[src/rtl/core/lpr_pkg.sv]
`timescale 1ns / 1ps
`default_nettype none

package lpr_pkg;

	localparam int PAGE_W  = 16;
	localparam int CFG_W   = 4;
	localparam int COUNT_W = 16;
	localparam int INDEX_W = 3;

	localparam logic [COUNT_W-1:0] FAULT_MAX = {COUNT_W{1'b1}};

	typedef struct packed {
		logic [PAGE_W-1:0] page_number;
		logic              restart;
	} lpr_req_t;

	typedef struct packed {
		logic               hit;
		logic [INDEX_W-1:0] frame_index;
		logic               evicted_valid;
		logic [PAGE_W-1:0]  evicted_page;
		logic [COUNT_W-1:0] fault_count;
	} lpr_res_t;

	// outcome of the frame search for one request
	typedef struct packed {
		logic hit;
		logic evict;
	} lpr_sel_t;

endpackage

`default_nettype wire

[src/rtl/core/lpr_frame_sel.sv]
`timescale 1ns / 1ps
`default_nettype none

module lpr_frame_sel import lpr_pkg::*; #(
	parameter int FRAMES = 8,
	parameter int IDX_W  = 3,
	parameter int RANK_W = 3
) (
	input  wire logic [PAGE_W-1:0]              page,
	input  wire logic [FRAMES-1:0]              frame_valid,
	input  wire logic [FRAMES-1:0][RANK_W-1:0]  frame_rank,
	input  wire logic [FRAMES-1:0][PAGE_W-1:0]  frame_page,
	input  wire logic [FRAMES-1:0]              active,
	output lpr_sel_t                            sel,
	output logic      [IDX_W-1:0]               slot
);

	logic [FRAMES-1:0] hit_vec;
	logic [FRAMES-1:0] empty_vec;
	logic [FRAMES-1:0] victim_vec;

	// lowest set bit of a vector
	function automatic logic [IDX_W-1:0] first_set(input logic [FRAMES-1:0] v);
		logic [IDX_W-1:0] idx;
		idx = '0;
		for (int i = FRAMES - 1; i >= 0; i--) begin
			if (v[i]) begin
				idx = IDX_W'(i);
			end
		end
		return idx;
	endfunction

	always_comb begin
		for (int f = 0; f < FRAMES; f++) begin
			hit_vec[f]   = active[f] && frame_valid[f] && (frame_page[f] == page);
			empty_vec[f] = active[f] && !frame_valid[f];
		end
	end

	// oldest active frame; ties go to the lower frame
	always_comb begin
		for (int f = 0; f < FRAMES; f++) begin
			victim_vec[f] = active[f];
			for (int g = 0; g < FRAMES; g++) begin
				if (active[g] && (g < f) && !(frame_rank[f] > frame_rank[g])) begin
					victim_vec[f] = 1'b0;
				end
				if (active[g] && (g > f) && (frame_rank[f] < frame_rank[g])) begin
					victim_vec[f] = 1'b0;
				end
			end
		end
	end

	always_comb begin
		sel.hit   = |hit_vec;
		sel.evict = !(|hit_vec) && !(|empty_vec);
		if (|hit_vec) begin
			slot = first_set(hit_vec);
		end else if (|empty_vec) begin
			slot = first_set(empty_vec);
		end else begin
			slot = first_set(victim_vec);
		end
	end

endmodule

`default_nettype wire

[src/rtl/core/lru_page_replacement.sv]
`timescale 1ns / 1ps
`default_nettype none

// LRU page replacement over FRAMES page frames. Each request carries a page
// number; the result reports hit or fault, the frame that holds the page
// afterwards, any page that was replaced and the saturating fault count.
// A request is registered, then searched against all active frames in
// parallel while the frame table and recency ranks update in the same cycle,
// so one request is taken every clock unless res_stall holds back a pending
// result. The tag compare plus rank compare matrix sets the cycle time.
// cfg_wdata sets how many frames take part (0 acts as 1, values above FRAMES
// act as FRAMES); write it only while no request is in flight. A request with
// restart set empties all frames and zeroes the count before it is handled.

module lru_page_replacement import lpr_pkg::*; #(
	parameter int FRAMES = 8
) (
	input  wire logic              clk,
	input  wire logic              arst_n,
	input  wire logic              req_valid,
	output logic                   req_stall,
	input  wire lpr_req_t          req_data,
	output logic                   res_valid,
	input  wire logic              res_stall,
	output lpr_res_t               res_data,
	input  wire logic              cfg_we,
	input  wire logic [CFG_W-1:0]  cfg_wdata
);

	localparam int IDX_W  = (FRAMES > 1) ? $clog2(FRAMES) : 1;
	localparam int RANK_W = IDX_W;
	localparam int CNT_W  = 6;
	localparam int CFG_MAX = (1 << CFG_W) - 1;
	localparam logic [CFG_W-1:0] CFG_RESET = CFG_W'((FRAMES > CFG_MAX) ? CFG_MAX : FRAMES);

	logic [CFG_W-1:0]               cfg_q;
	logic                           s1_valid_q;
	lpr_req_t                       req_s1;
	logic [FRAMES-1:0]              valid_q;
	logic [FRAMES-1:0][RANK_W-1:0]  rank_q;
	logic [FRAMES-1:0][PAGE_W-1:0]  page_q;
	logic [COUNT_W-1:0]             fault_q;
	logic                           res_valid_q;
	lpr_res_t                       res_q;

	logic [CNT_W-1:0]               count;
	logic [FRAMES-1:0]              active;
	logic [FRAMES-1:0]              eff_valid;
	logic [FRAMES-1:0][RANK_W-1:0]  eff_rank;
	logic [COUNT_W-1:0]             eff_fault;
	logic [COUNT_W-1:0]             fault_next;
	lpr_sel_t                       sel;
	logic [IDX_W-1:0]               slot;
	logic                           was_valid;
	logic [RANK_W-1:0]              old_age;
	logic [FRAMES-1:0][RANK_W-1:0]  rank_next;
	logic [FRAMES-1:0]              valid_next;
	logic                           advance;

	always_comb begin
		count = CNT_W'(cfg_q);
		if (count == '0) begin
			count = CNT_W'(1);
		end
		if (count > CNT_W'(FRAMES)) begin
			count = CNT_W'(FRAMES);
		end
		for (int f = 0; f < FRAMES; f++) begin
			active[f] = CNT_W'(f) < count;
		end
	end

	// apply restart before the search
	always_comb begin
		eff_valid = req_s1.restart ? '0 : valid_q;
		eff_rank  = req_s1.restart ? '0 : rank_q;
		eff_fault = req_s1.restart ? '0 : fault_q;
	end

	lpr_frame_sel #(
		.FRAMES (FRAMES),
		.IDX_W  (IDX_W),
		.RANK_W (RANK_W)
	) u_sel (
		.page        (req_s1.page_number),
		.frame_valid (eff_valid),
		.frame_rank  (eff_rank),
		.frame_page  (page_q),
		.active      (active),
		.sel         (sel),
		.slot        (slot)
	);

	always_comb begin
		was_valid = eff_valid[slot];
		old_age   = eff_rank[slot];
		// age every valid frame younger than the touched one
		for (int f = 0; f < FRAMES; f++) begin
			rank_next[f] = eff_rank[f];
			if (eff_valid[f] && (!was_valid || (eff_rank[f] < old_age))) begin
				rank_next[f] = eff_rank[f] + RANK_W'(1);
			end
		end
		rank_next[slot] = '0;

		valid_next       = eff_valid;
		valid_next[slot] = 1'b1;

		if (sel.hit || (eff_fault == FAULT_MAX)) begin
			fault_next = eff_fault;
		end else begin
			fault_next = eff_fault + COUNT_W'(1);
		end
	end

	assign advance   = s1_valid_q && (!res_valid_q || !res_stall);
	assign req_stall = s1_valid_q && !advance;
	assign res_valid = res_valid_q;
	assign res_data  = res_q;

	always_ff @(posedge clk or negedge arst_n) begin
		if (!arst_n) begin
			cfg_q       <= CFG_RESET;
			s1_valid_q  <= 1'b0;
			valid_q     <= '0;
			rank_q      <= '0;
			fault_q     <= '0;
			res_valid_q <= 1'b0;
		end else begin
			if (cfg_we) begin
				cfg_q <= cfg_wdata;
			end
			if (!req_stall) begin
				s1_valid_q <= req_valid;
			end
			if (advance) begin
				valid_q     <= valid_next;
				rank_q      <= rank_next;
				fault_q     <= fault_next;
				res_valid_q <= 1'b1;
			end else if (!res_stall) begin
				res_valid_q <= 1'b0;
			end
		end
	end

	always_ff @(posedge clk) begin
		if (req_valid && !req_stall) begin
			req_s1 <= req_data;
		end
		if (advance) begin
			if (!sel.hit) begin
				page_q[slot] <= req_s1.page_number;
			end
			res_q.hit           <= sel.hit;
			res_q.frame_index   <= INDEX_W'(slot);
			res_q.evicted_valid <= sel.evict;
			res_q.evicted_page  <= sel.evict ? page_q[slot] : '0;
			res_q.fault_count   <= fault_next;
		end
	end

endmodule

`default_nettype wire

[config.mk]
export PLATFORM = sky130hd
export DESIGN_NAME = lru_page_replacement
export DESIGN_NICKNAME = d
export VERILOG_FILES = /design/src/rtl/core/lpr_pkg.sv /design/src/rtl/core/lpr_frame_sel.sv /design/src/rtl/core/lru_page_replacement.sv
export SDC_FILE = /design/constraint.sdc
export NUM_CORES = 1
export LEC_CHECK = 0
export ABC_AREA = 1
export BUFFER_PORTS_ARGS = -buffer_cell sky130_fd_sc_hd__buf_2
export CAP_MARGIN = 20
export CORE_MARGIN = 1
export CORE_UTILIZATION = 55
export CTS_CLUSTER_DIAMETER = 50
export DETAILED_ROUTE_END_ITERATION = 8
export PLACE_DENSITY = 0.73
export SLEW_MARGIN = 20
export SYNTH_ARGS = -nofsm -noshare
export SYNTH_HDL_FRONTEND = slang
export SYNTH_SLANG_ARGS = --single-unit
export TNS_END_PERCENT = 100
[constraint.sdc]
create_clock -name clk -period 5.8 [get_ports clk]
set_input_delay 1.16 -clock clk [delete_from_list [all_inputs] [get_ports clk]]
set_output_delay 1.16 -clock clk [all_outputs]
set_load 0.005 [all_outputs]
### Yosys cells after proc, flatten, opt, wreduce, memory -nomap -nowiden

Cells that the tools add are included.

* memories: 0
* bits of input ports: 26
* word-level logic and storage cells: 387
* memory bits (writable): 0
* latch bits: 0
* bits in read-only memories: 0
* bits in registers: 236
* output and inout bits: 39

* shift-type cells: 0
* reductions and logical operators: 150
* eq/ne operators: 10
* $lt $le $gt $ge: 75
* mux-type cells: 111
* add/subtract/negate cells: 9
* multipliers: 0
* div/mod/pow operators: 0
* bitwise logic cells: 4

Operators with widths (number)
* 128-bit bitwise mux: 1
* 16-bit equality test: 8
* 3-bit < comparator: 36
* 3-bit two-way mux: 36
* 1-bit logical AND: 93
* 3-bit > comparator: 28
* 16-bit two-way mux: 4
* 1-bit two-way mux: 60
* 16-bit binary-select mux with 3-bit select: 1
* 16-bit demux with 3-bit select: 1
* 1-bit zero test: 43
* 3-bit by 1-bit adder with 3-bit output, second input constant: 8
* 24-bit bitwise AND: 1
* 3-bit by 6-bit < comparator with 1-bit output, first input constant: 4
* 24-bit two-way mux: 1
* 24-bit NOT: 1
* 16-bit by 1-bit adder with 16-bit output, second input constant: 1
* 16-bit equality test, second input constant: 1
* 8-bit OR reduction: 2
* 1-bit by 6-bit < comparator with 1-bit output, first input constant: 2
* 2-bit by 6-bit < comparator with 1-bit output, first input constant: 2
* 1-bit logical OR: 10
* 3-bit binary-select mux with 3-bit select: 1
* 3-bit demux with 3-bit select: 1
* other kinds (13): 13

### Logic depth before layout (Yosys ltp)

Gate-level depths: netlist of the first run.

* depth in word-level cells: 30
* depth in mapped cells: 37

### Hierarchy

Synthesis of the first run repeated with hierarchy kept, for this count alone.

* cell total of the unflattened synthesis: 1725
* area total of the unflattened synthesis: 14656.6 um^2

Modules (own cells, without submodules)
* lru_page_replacement: area each 10443.8 um^2, sequential area each 6817.8 um^2, instances 1, cells an instance 961
* lpr_frame_sel: area each 4212.8 um^2, sequential area each 0.0 um^2, instances 1, cells an instance 764

### Least setup slack after synthesis of the first run

Ideal clock, no wire load.

* path kind: flip-flop to flip-flop
* start: reg req_s1[0] in the netlist's numbering
* end: reg rank_q[6] in the netlist's numbering
* buffers on the path: 5
* cell stages (with the launch flop): 34
* required time: 5.614 ns
* path slack: 0.956 ns
* library setup time: 0.186 ns
* arrival time: 4.658 ns
* cells stage by stage: edfxtp_1 > buf_6 > inv_6 > buf_6 > buf_4 > clkbuf_1 > nand2_1 > inv_1 > ha_1 > nand3_1 > a21boi_0 > nand2_1 > nand3_1 > nor2_1 > nor2_1 > nand4_1 > nand2_2 > nand2_4 > and2_4 > buf_4 > nand2_2 > inv_1 > a221oi_1 > o2111ai_1 > ha_1 > nand2_1 > inv_2 > nand2_1 > nand2_1 > nand2_2 > nand2_1 > nand2_1 > nand3_1 > o21ai_1

* longest elaborated chain between the ends: 28
* elaborated cells on any way between the ends: 275
* classes of those cells: add/sub: 1; order compare: 59; mux: 91; bitwise: 2; reduce/logical: 122

Ends and longest elaborated chain
* from (decl): RTL line lru_page_replacement.sv:38 `lpr_req_t req_s1;`
* from (signal assigned): RTL line lru_page_replacement.sv:149 `req_s1 <= req_data;`
* 24-bit two-way mux: RTL line lru_page_replacement.sv:76 `eff_rank = req_s1.restart ? '0 : rank_q;`
* 3-bit > comparator: RTL line lpr_frame_sel.sv:46 `if (active[g] && (g < f) && !(frame_rank[f] > frame_rank[g])) begin`
* 1-bit zero test: RTL line lpr_frame_sel.sv:46
* 1-bit logical AND: RTL line lpr_frame_sel.sv:46
* 1-bit two-way mux (7 in a row): RTL line lpr_frame_sel.sv:46
* 3-bit two-way mux (8 in a row): RTL line lpr_frame_sel.sv:27 `if (v[i]) begin`
* 3-bit two-way mux: RTL line lpr_frame_sel.sv:61 `end else if (|empty_vec) begin`
* 3-bit two-way mux *: RTL line lpr_frame_sel.sv:59 `if (|hit_vec) begin`
* named net slot[1]: RTL line lru_page_replacement.sv:53 `logic [IDX_W-1:0] slot;`
* 3-bit binary-select mux with 3-bit select / 1-bit binary-select mux with 3-bit select (equally long branches): RTL line lru_page_replacement.sv:96, lru_page_replacement.sv:95
* 3-bit two-way mux (not written as such) / 1-bit two-way mux (equally long branches): RTL line lru_page_replacement.sv:96, lru_page_replacement.sv:95
* 3-bit < comparator / 1-bit zero test (equally long branches): RTL line lru_page_replacement.sv:100 `if (eff_valid[f] && (!was_valid || (eff_rank[f] < old_age))) begin`
* 1-bit logical OR: RTL line lru_page_replacement.sv:100
* 1-bit logical AND: RTL line lru_page_replacement.sv:100
* 3-bit two-way mux: RTL line lru_page_replacement.sv:100
* 24-bit bitwise AND (no source line) *
* to (signal assigned): RTL line lru_page_replacement.sv:138 `rank_q <= rank_next;`
* to (decl): RTL line lru_page_replacement.sv:40 `logic [FRAMES-1:0][RANK_W-1:0] rank_q;`

Mark *: on every way through the listed nets, which the timed path passes. The rest lies on a longest branch. The select of a mux whose other input is x is not followed.
A chain may end at the register's enable or synchronous reset.

### Final worst setup path of the first run

* start: reg req_s1[0] in the netlist's numbering
* end: reg rank_q[22] in the netlist's numbering

* longest elaborated chain between the ends: 28
* elaborated cells on any way between the ends: 275
* classes of those cells: add/sub: 1; order compare: 59; mux: 91; bitwise: 2; reduce/logical: 122

Ends and longest elaborated chain (RTL line)
* 24-bit two-way mux: lru_page_replacement.sv:76
* 3-bit > comparator: lpr_frame_sel.sv:46
* 1-bit zero test: lpr_frame_sel.sv:46
* 1-bit logical AND: lpr_frame_sel.sv:46
* 1-bit two-way mux (7 in a row): lpr_frame_sel.sv:46
* 3-bit two-way mux (8 in a row): lpr_frame_sel.sv:27
* 3-bit two-way mux: lpr_frame_sel.sv:61
* 3-bit two-way mux: lpr_frame_sel.sv:59
* 3-bit binary-select mux with 3-bit select / 1-bit binary-select mux with 3-bit select (equally long branches): lru_page_replacement.sv:96, lru_page_replacement.sv:95
* 3-bit two-way mux (not written as such) / 1-bit two-way mux (equally long branches): lru_page_replacement.sv:96, lru_page_replacement.sv:95
* 3-bit < comparator / 1-bit zero test (equally long branches): lru_page_replacement.sv:100
* 1-bit logical OR: lru_page_replacement.sv:100
* 1-bit logical AND: lru_page_replacement.sv:100
* 3-bit two-way mux: lru_page_replacement.sv:100
* 24-bit bitwise AND (no source line) *

Every way passes the cells marked *; elsewhere a longest branch is shown, timed or not. The select of a mux whose other input is x is not followed.

==> impl_metrics.json, run 1 <==
{
  "start_util": 0.562,
  "nNetsFinal": 2376,
  "cts.clk_slew.worst_paths_ns": 0.06,
  "min_path_type": "reg2reg",
  "fin_tns_setup_ns": 0,
  "routed.top_layer": "met5",
  "drive_above_1_share": 0.113,
  "crit_required_ns": 6.17,
  "cp-start-kind": "flop",
  "fin_crit_sh": 0.937,
  "crit_fanout": 32,
  "route.met2.wl_um": 28800,
  "p_int_uw": 4020,
  "cp.arrival_ns": 5.80,
  "netlist_area_um2": 16200,
  "numCtsBuffers": 34,
  "synthFlopType": "edfxtp_1",
  "setup_viol": 0,
  "holdPathEnd": "fault_q[15]",
  "tightest_slew_ns": 1.03,
  "wl_um": 60700,
  "maxCapViolCount": 0,
  "fin_crit_ns": 5.44,
  "dieArea_um2": 30200,
  "grt_pass1_vias": 15700,
  "reg2reg_to": "rank_q[22]",
  "mostFrequentLayoutCell": "nand2_1",
  "yosysWarnings": 0,
  "vias_per_cell": 5.97,
  "combPwrFrac": 0.357,
  "rsz0062_at_grt": "false",
  "ctsLongestPathBuffers": 3,
  "drtIter0Drc": 2013,
  "pre_cts_ws_ns": 0.325,
  "yosysSeqAreaShare": 0.420,
  "h-tree-depth": 2,
  "ios": 65,
  "power_density_nw_per_um2": 362,
  "min_from": "fault_q[15]",
  "power.total_uw": 6630,
  "leakagePower_uw": 0.00899,
  "worst-r2r-setup-slack_ns": 0.36,
  "dr.pass1.iters": 6,
  "antenna_found_initial": 1,
  "hpwl_um": 45100,
  "drc": 0,
  "setup.worst_path.start": "req_s1[0]",
  "critPathMostFrequentCell": "nand2_1",
  "wire_per_inst_um": 22.7,
  "routedLengthMet1_um": 21500,
  "fillers": 2550,
  "detail-route-antenna-nets": 0,
  "synth_edf_count": 182,
  "wl_met3_um": 5830,
  "synth_nets": 2271,
  "clock_sinks": 236,
  "min_delay_path_depth": 2,
  "skew_ns": 0.0207,
  "worst-path-buf-inv": 4,
  "grt_overflow": 0,
  "grt_pass1_wl_um": 90900,
  "irDropWorstVdd_uv": 356,
  "place_congestion": 1.05,
  "grt_max_degree": 85,
  "clock_latency_ns": 0.53,
  "mostFrequentLayoutCells": "nand2_1 (705), inv_1 (273), nor2_1 (242)",
  "max_freq_mhz": 184,
  "worst_slack_ns": 0.364,
  "layout.cells.non_filler": 2679,
  "cts_tree": "built",
  "swShare": 0.394,
  "ys_ff_latch": 236,
  "critPathKind": "reg2reg",
  "n_antenna_cell": 0,
  "die_h_um": 174,
  "die-width_um": 174,
  "port_buffers": 64,
  "power_frac_seq": 0.326,
  "pwr-share-clk": 0.317,
  "synthCells": 2165,
  "max_stage_delay_ns": 0.45,
  "rr_startpoint": "req_s1[0]",
  "core-area_um2": 28900,
  "area_growth_pct": 12.9,
  "power.switching_uw": 2610,
  "vias": 16000,
  "run_status": "complete, no violations",
  "worst_path_dominant_cell_family": "simple AND/OR/NAND/NOR gates",
  "end_kind": "flop",
  "placed_cells": 2618,
  "hold_viol": 0,
  "fp-row-count": 62,
  "avgSynthCellArea_um2": 7.49,
  "relSlewSlack": 0.315,
  "ys_async_sr_fraction": 0.229,
  "hold_buffers": 0,
  "drv_slew": 0,
  "crit_slowest_cell": "ha_1",
  "r2r.worst_path.cells": 29,
  "synthDistinctLibCells": 56,
  "track_usage": 0.405,
  "cts-root-buf": "clkbuf_16"
}
worst register-to-register path: cells and delay by family (launching register included):
kind,cells,cell delay (ns)
compound gates,5,1.17
fa+ha+maj,2,0.78
simple gates,18,1.89
buf+inv,4,0.97
flops,1,0.44
registers in the layout, indices dropped and copies added (netlist names):
| signal | flops |
|---|---|
| res_data | 37 |
| rank_q | 24 |
| s1_valid_q | 1 |
| valid_q | 8 |
| res_valid | 1 |
| req_s1 | 17 |
| page_q | 128 |
| cfg_q | 4 |
| fault_q | 16 |
cell type report:
cell class,instances,area (um^2),share of cell area
tap,384,480,0.0262
multi-input combinational,1588,8070,0.441
sequential,236,6820,0.372
timing repair buffer,111,673,0.0368
inverter,299,1130,0.0617
clock inverter,22,236,0.0129
clock buffer,39,901,0.0492
per-layer routing:
layer	vias to the layer above	GRT usage
met5	-	0
met4	2	0.265
met3	287	0.0932
met2	962	0.681
met1	7386	0.464
li1	7354	-
synthesized netlist by cell type, drive strengths merged, types with 27 or more instances:
library cell | count | share of area
dfrtp | 53 | 0.082
nor2 | 256 | 0.065
nand4 | 67 | 0.026
o22ai | 52 | 0.020
nand3 | 147 | 0.047
ha | 80 | 0.062
inv | 298 | 0.069
a21oi | 44 | 0.015
o21ai | 53 | 0.017
nor4 | 27 | 0.010
nand2 | 742 | 0.18
edfxtp | 182 | 0.34
buf | 30 | 0.011
power groups by stage:
stage,logic [uW],clock network (uW),registers [uW]
finish,2360,2100,2160
global placement,2230,0,2180
CTS,2290,2120,2150
floorplan,1570,0,2130
detailed placement,2280,0,2180
global route,2600,2180,2170
stage by stage:
| stage | util | area (um^2) | hold WS [ns] |
|---|---|---|---|
| 2_1_floorplan | - | 16200 | 0.434 |
| 4_1_cts | 0.634 | 18300 | 0.479 |
| 3_5_place_dp | 0.595 | 17200 | 0.466 |
| 6_report | 0.634 | 18300 | 0.479 |
| 5_1_grt | 0.634 | 18300 | 0.499 |
| 3_3_place_gp | 0.595 | 17200 | 0.462 |
cell families (layout without fill, tap and decap cells):
family / Yosys count / in the layout / synth area share
AO/OA/AOI/OAI: 185 / 185 / 0.0693
XOR/XNOR: 39 / 39 / 0.0211
adder cells (fa/ha/maj): 80 / 80 / 0.0617
buffers and inverters: 341 / 471 / 0.0832
flip-flops: 236 / 236 / 0.420
multiplexers: 1 / 1 / 0.000617
AND/OR/NAND/NOR: 1283 / 1283 / 0.344
timing repair:
action,4_1_cts,5_1_grt
gates resized for setup,0,1
endpoints found under the setup margin,0,24
setup buffers,0,0
how the worst max path moves through the flow:
stage | to | slack, ns | cells past startpoint
2_1_floorplan | rank_q[6] | 0.96 | 33
3_3_place_gp | rank_q[16] | 0.34 | 31
4_1_cts | rank_q[22] | 0.28 | 29
6_report | rank_q[22] | 0.36 | 29
3_5_place_dp | rank_q[18] | 0.33 | 28
5_1_grt | rank_q[22] | 0.06 | 29
(Power assumes the default switching activity.)
==> run 2: changes to the inputs <==
- clock period: 5.8 -> 6.9 ns (I/O delays scaled with it)
==> impl_metrics.json, run 2 (same netlist as run 1, synthesis figures left out) <==
{
  "largest-register": "page_q",
  "mostFrequentLayoutCell": "nand2_1",
  "worst-r2r-setup-slack_ns": 1.42,
  "busiest_layer": "met2",
  "start_util": 0.562,
  "holdPathEnd": "rank_q[14]",
  "detail-route-antenna-nets": 0,
  "cts-root-buf": "clkbuf_16",
  "grt_max_degree": 92,
  "fin_tns_setup_ns": 0,
  "nNetsFinal": 2356,
  "drc": 0,
  "ios": 65,
  "clock_latency_ns": 0.61,
  "hpwl_um": 46000,
  "dr.pass1.iters": 6,
  "placed_area_um2": 17000,
  "fp-row-count": 62,
  "seqCellArea_um2": 6820,
  "drv_slew": 0,
  "min_from": "rank_q[14]",
  "placed_cells": 2602,
  "max_freq_mhz": 183,
  "setup_viol": 0,
  "multi_input_area_um2": 8060,
  "die_h_um": 174,
  "wire_per_inst_um": 23.1,
  "cts.clk_slew.worst_paths_ns": 0.06,
  "fin_crit_sh": 0.794,
  "r2r.worst_path.cells": 28,
  "layout.cells.non_filler": 2658,
  "drive_above_1_share": 0.104,
  "h-tree-depth": 1,
  "hold_viol": 0,
  "crit_slowest_cell": "edfxtp_1",
  "worst-path-buf-inv": 5,
  "end_kind": "flop",
  "drtIter0Drc": 1811,
  "reg2reg_to": "rank_q[16]",
  "leakagePower_uw": 0.00884,
  "grt_pass1_wl_um": 90700,
  "design_area_um2": 18000,
  "fin_crit_ns": 5.48,
  "min_path_type": "reg2reg",
  "gr-usage-met2": 0.694,
  "core-area_um2": 28900,
  "cts_resized": 0,
  "cp.arrival_ns": 5.89,
  "largest_reg_flops": 128,
  "fillers": 2546,
  "port_buffers": 64,
  "gr-usage-met3": 0.0645,
  "clock_sinks": 236,
  "antenna_found_initial": 0,
  "dieArea_um2": 30200,
  "run_status": "complete, no violations",
  "mostFrequentLayoutCells": "nand2_1 (705), inv_1 (273), nor2_1 (242)",
  "cp-start-kind": "flop",
  "grt_pass1_vias": 15500,
  "min_delay_path_depth": 2,
  "rsz0062_at_grt": "false",
  "worst_path_dominant_cell_family": "simple AND/OR/NAND/NOR gates",
  "post-cts-setup-buffer-count": 0,
  "vias": 16000,
  "rr_startpoint": "req_s1[0]",
  "crit_required_ns": 7.31,
  "ctsLongestPathBuffers": 3,
  "critPathMostFrequentCell": "nand2_1",
  "relSlewSlack": 0.246,
  "cts_tree": "built",
  "skew_ns": 0.0445,
  "hold_buffers": 0,
  "critPathKind": "reg2reg",
  "tightest_slew_ns": 1.13,
  "power_density_nw_per_um2": 299,
  "irDropWorstVdd_uv": 243,
  "die-width_um": 174,
  "track_usage": 0.406,
  "numCtsBuffers": 30,
  "grt_use_met1": 0.477,
  "place_congestion": 1.06,
  "grt_overflow": 0,
  "vias_per_cell": 6.02,
  "wl_um": 61400,
  "maxCapViolCount": 0,
  "n_antenna_cell": 0,
  "max_stage_delay_ns": 0.46,
  "area_growth_pct": 11.2,
  "crit_fanout": 26
}
[run 2: area by class of cell]
class / count / area share
Clock buffer: 34 / 0.0425
Clock inverter: 22 / 0.0124
Inverter: 299 / 0.0627
Multi-Input combinational cell: 1588 / 0.447
Sequential cell: 236 / 0.378
Tap cell: 384 / 0.0267
Timing Repair Buffer: 95 / 0.0307
[run 2: metrics by stage]
stage	hold slack, ns	util	setup WS (ns)	power (uW)
global placement	0.462	0.590	1.76	3740
detailed placement	0.466	0.590	1.59	3770
finish	0.483	0.625	1.42	5390
CTS	0.480	0.625	1.57	5330
floorplan	0.434	-	2.06	3110
global route	0.499	0.625	0.990	5640
[run 2: how the worst max path moves through the flow]
| stage | start | endpoint | slack [ns] | cells after the start |
|---|---|---|---|---|
| 2_1_floorplan | req_s1[0] | rank_q[6] | 2.06 | 33 |
| 3_3_place_gp | req_s1[0] | rank_q[18] | 1.76 | 28 |
| 3_5_place_dp | req_s1[0] | rank_q[16] | 1.59 | 28 |
| 5_1_grt | req_s1[0] | rank_q[16] | 0.99 | 28 |
| 4_1_cts | req_s1[0] | rank_q[21] | 1.57 | 28 |
| 6_report | req_s1[0] | rank_q[16] | 1.42 | 28 |
[run 2: layer usage]
metal	part of all wire	wire [um]
met2	0.48	29500
met4	0.072	4440
met5	0	0
met1	0.35	21700
met3	0.093	5740
[run 2: power breakdown]
group          internal (uW)  leakage, uW  switching [uW]
Combinational            599      0.00597            1390
Clock                    893     0.000481             682
Sequential              1690      0.00239             133
Total                   3190      0.00884            2210
[run 2: worst register-to-register path: cells and delay by family, from the launching register on]
kind,cells,cell delay (ns)
flip-flops,1,0.46
AO/OA/AOI/OAI,4,0.68
adder cells (fa/ha/maj),2,0.68
buffers and inverters,5,1.00
AND/OR/NAND/NOR,17,2.51
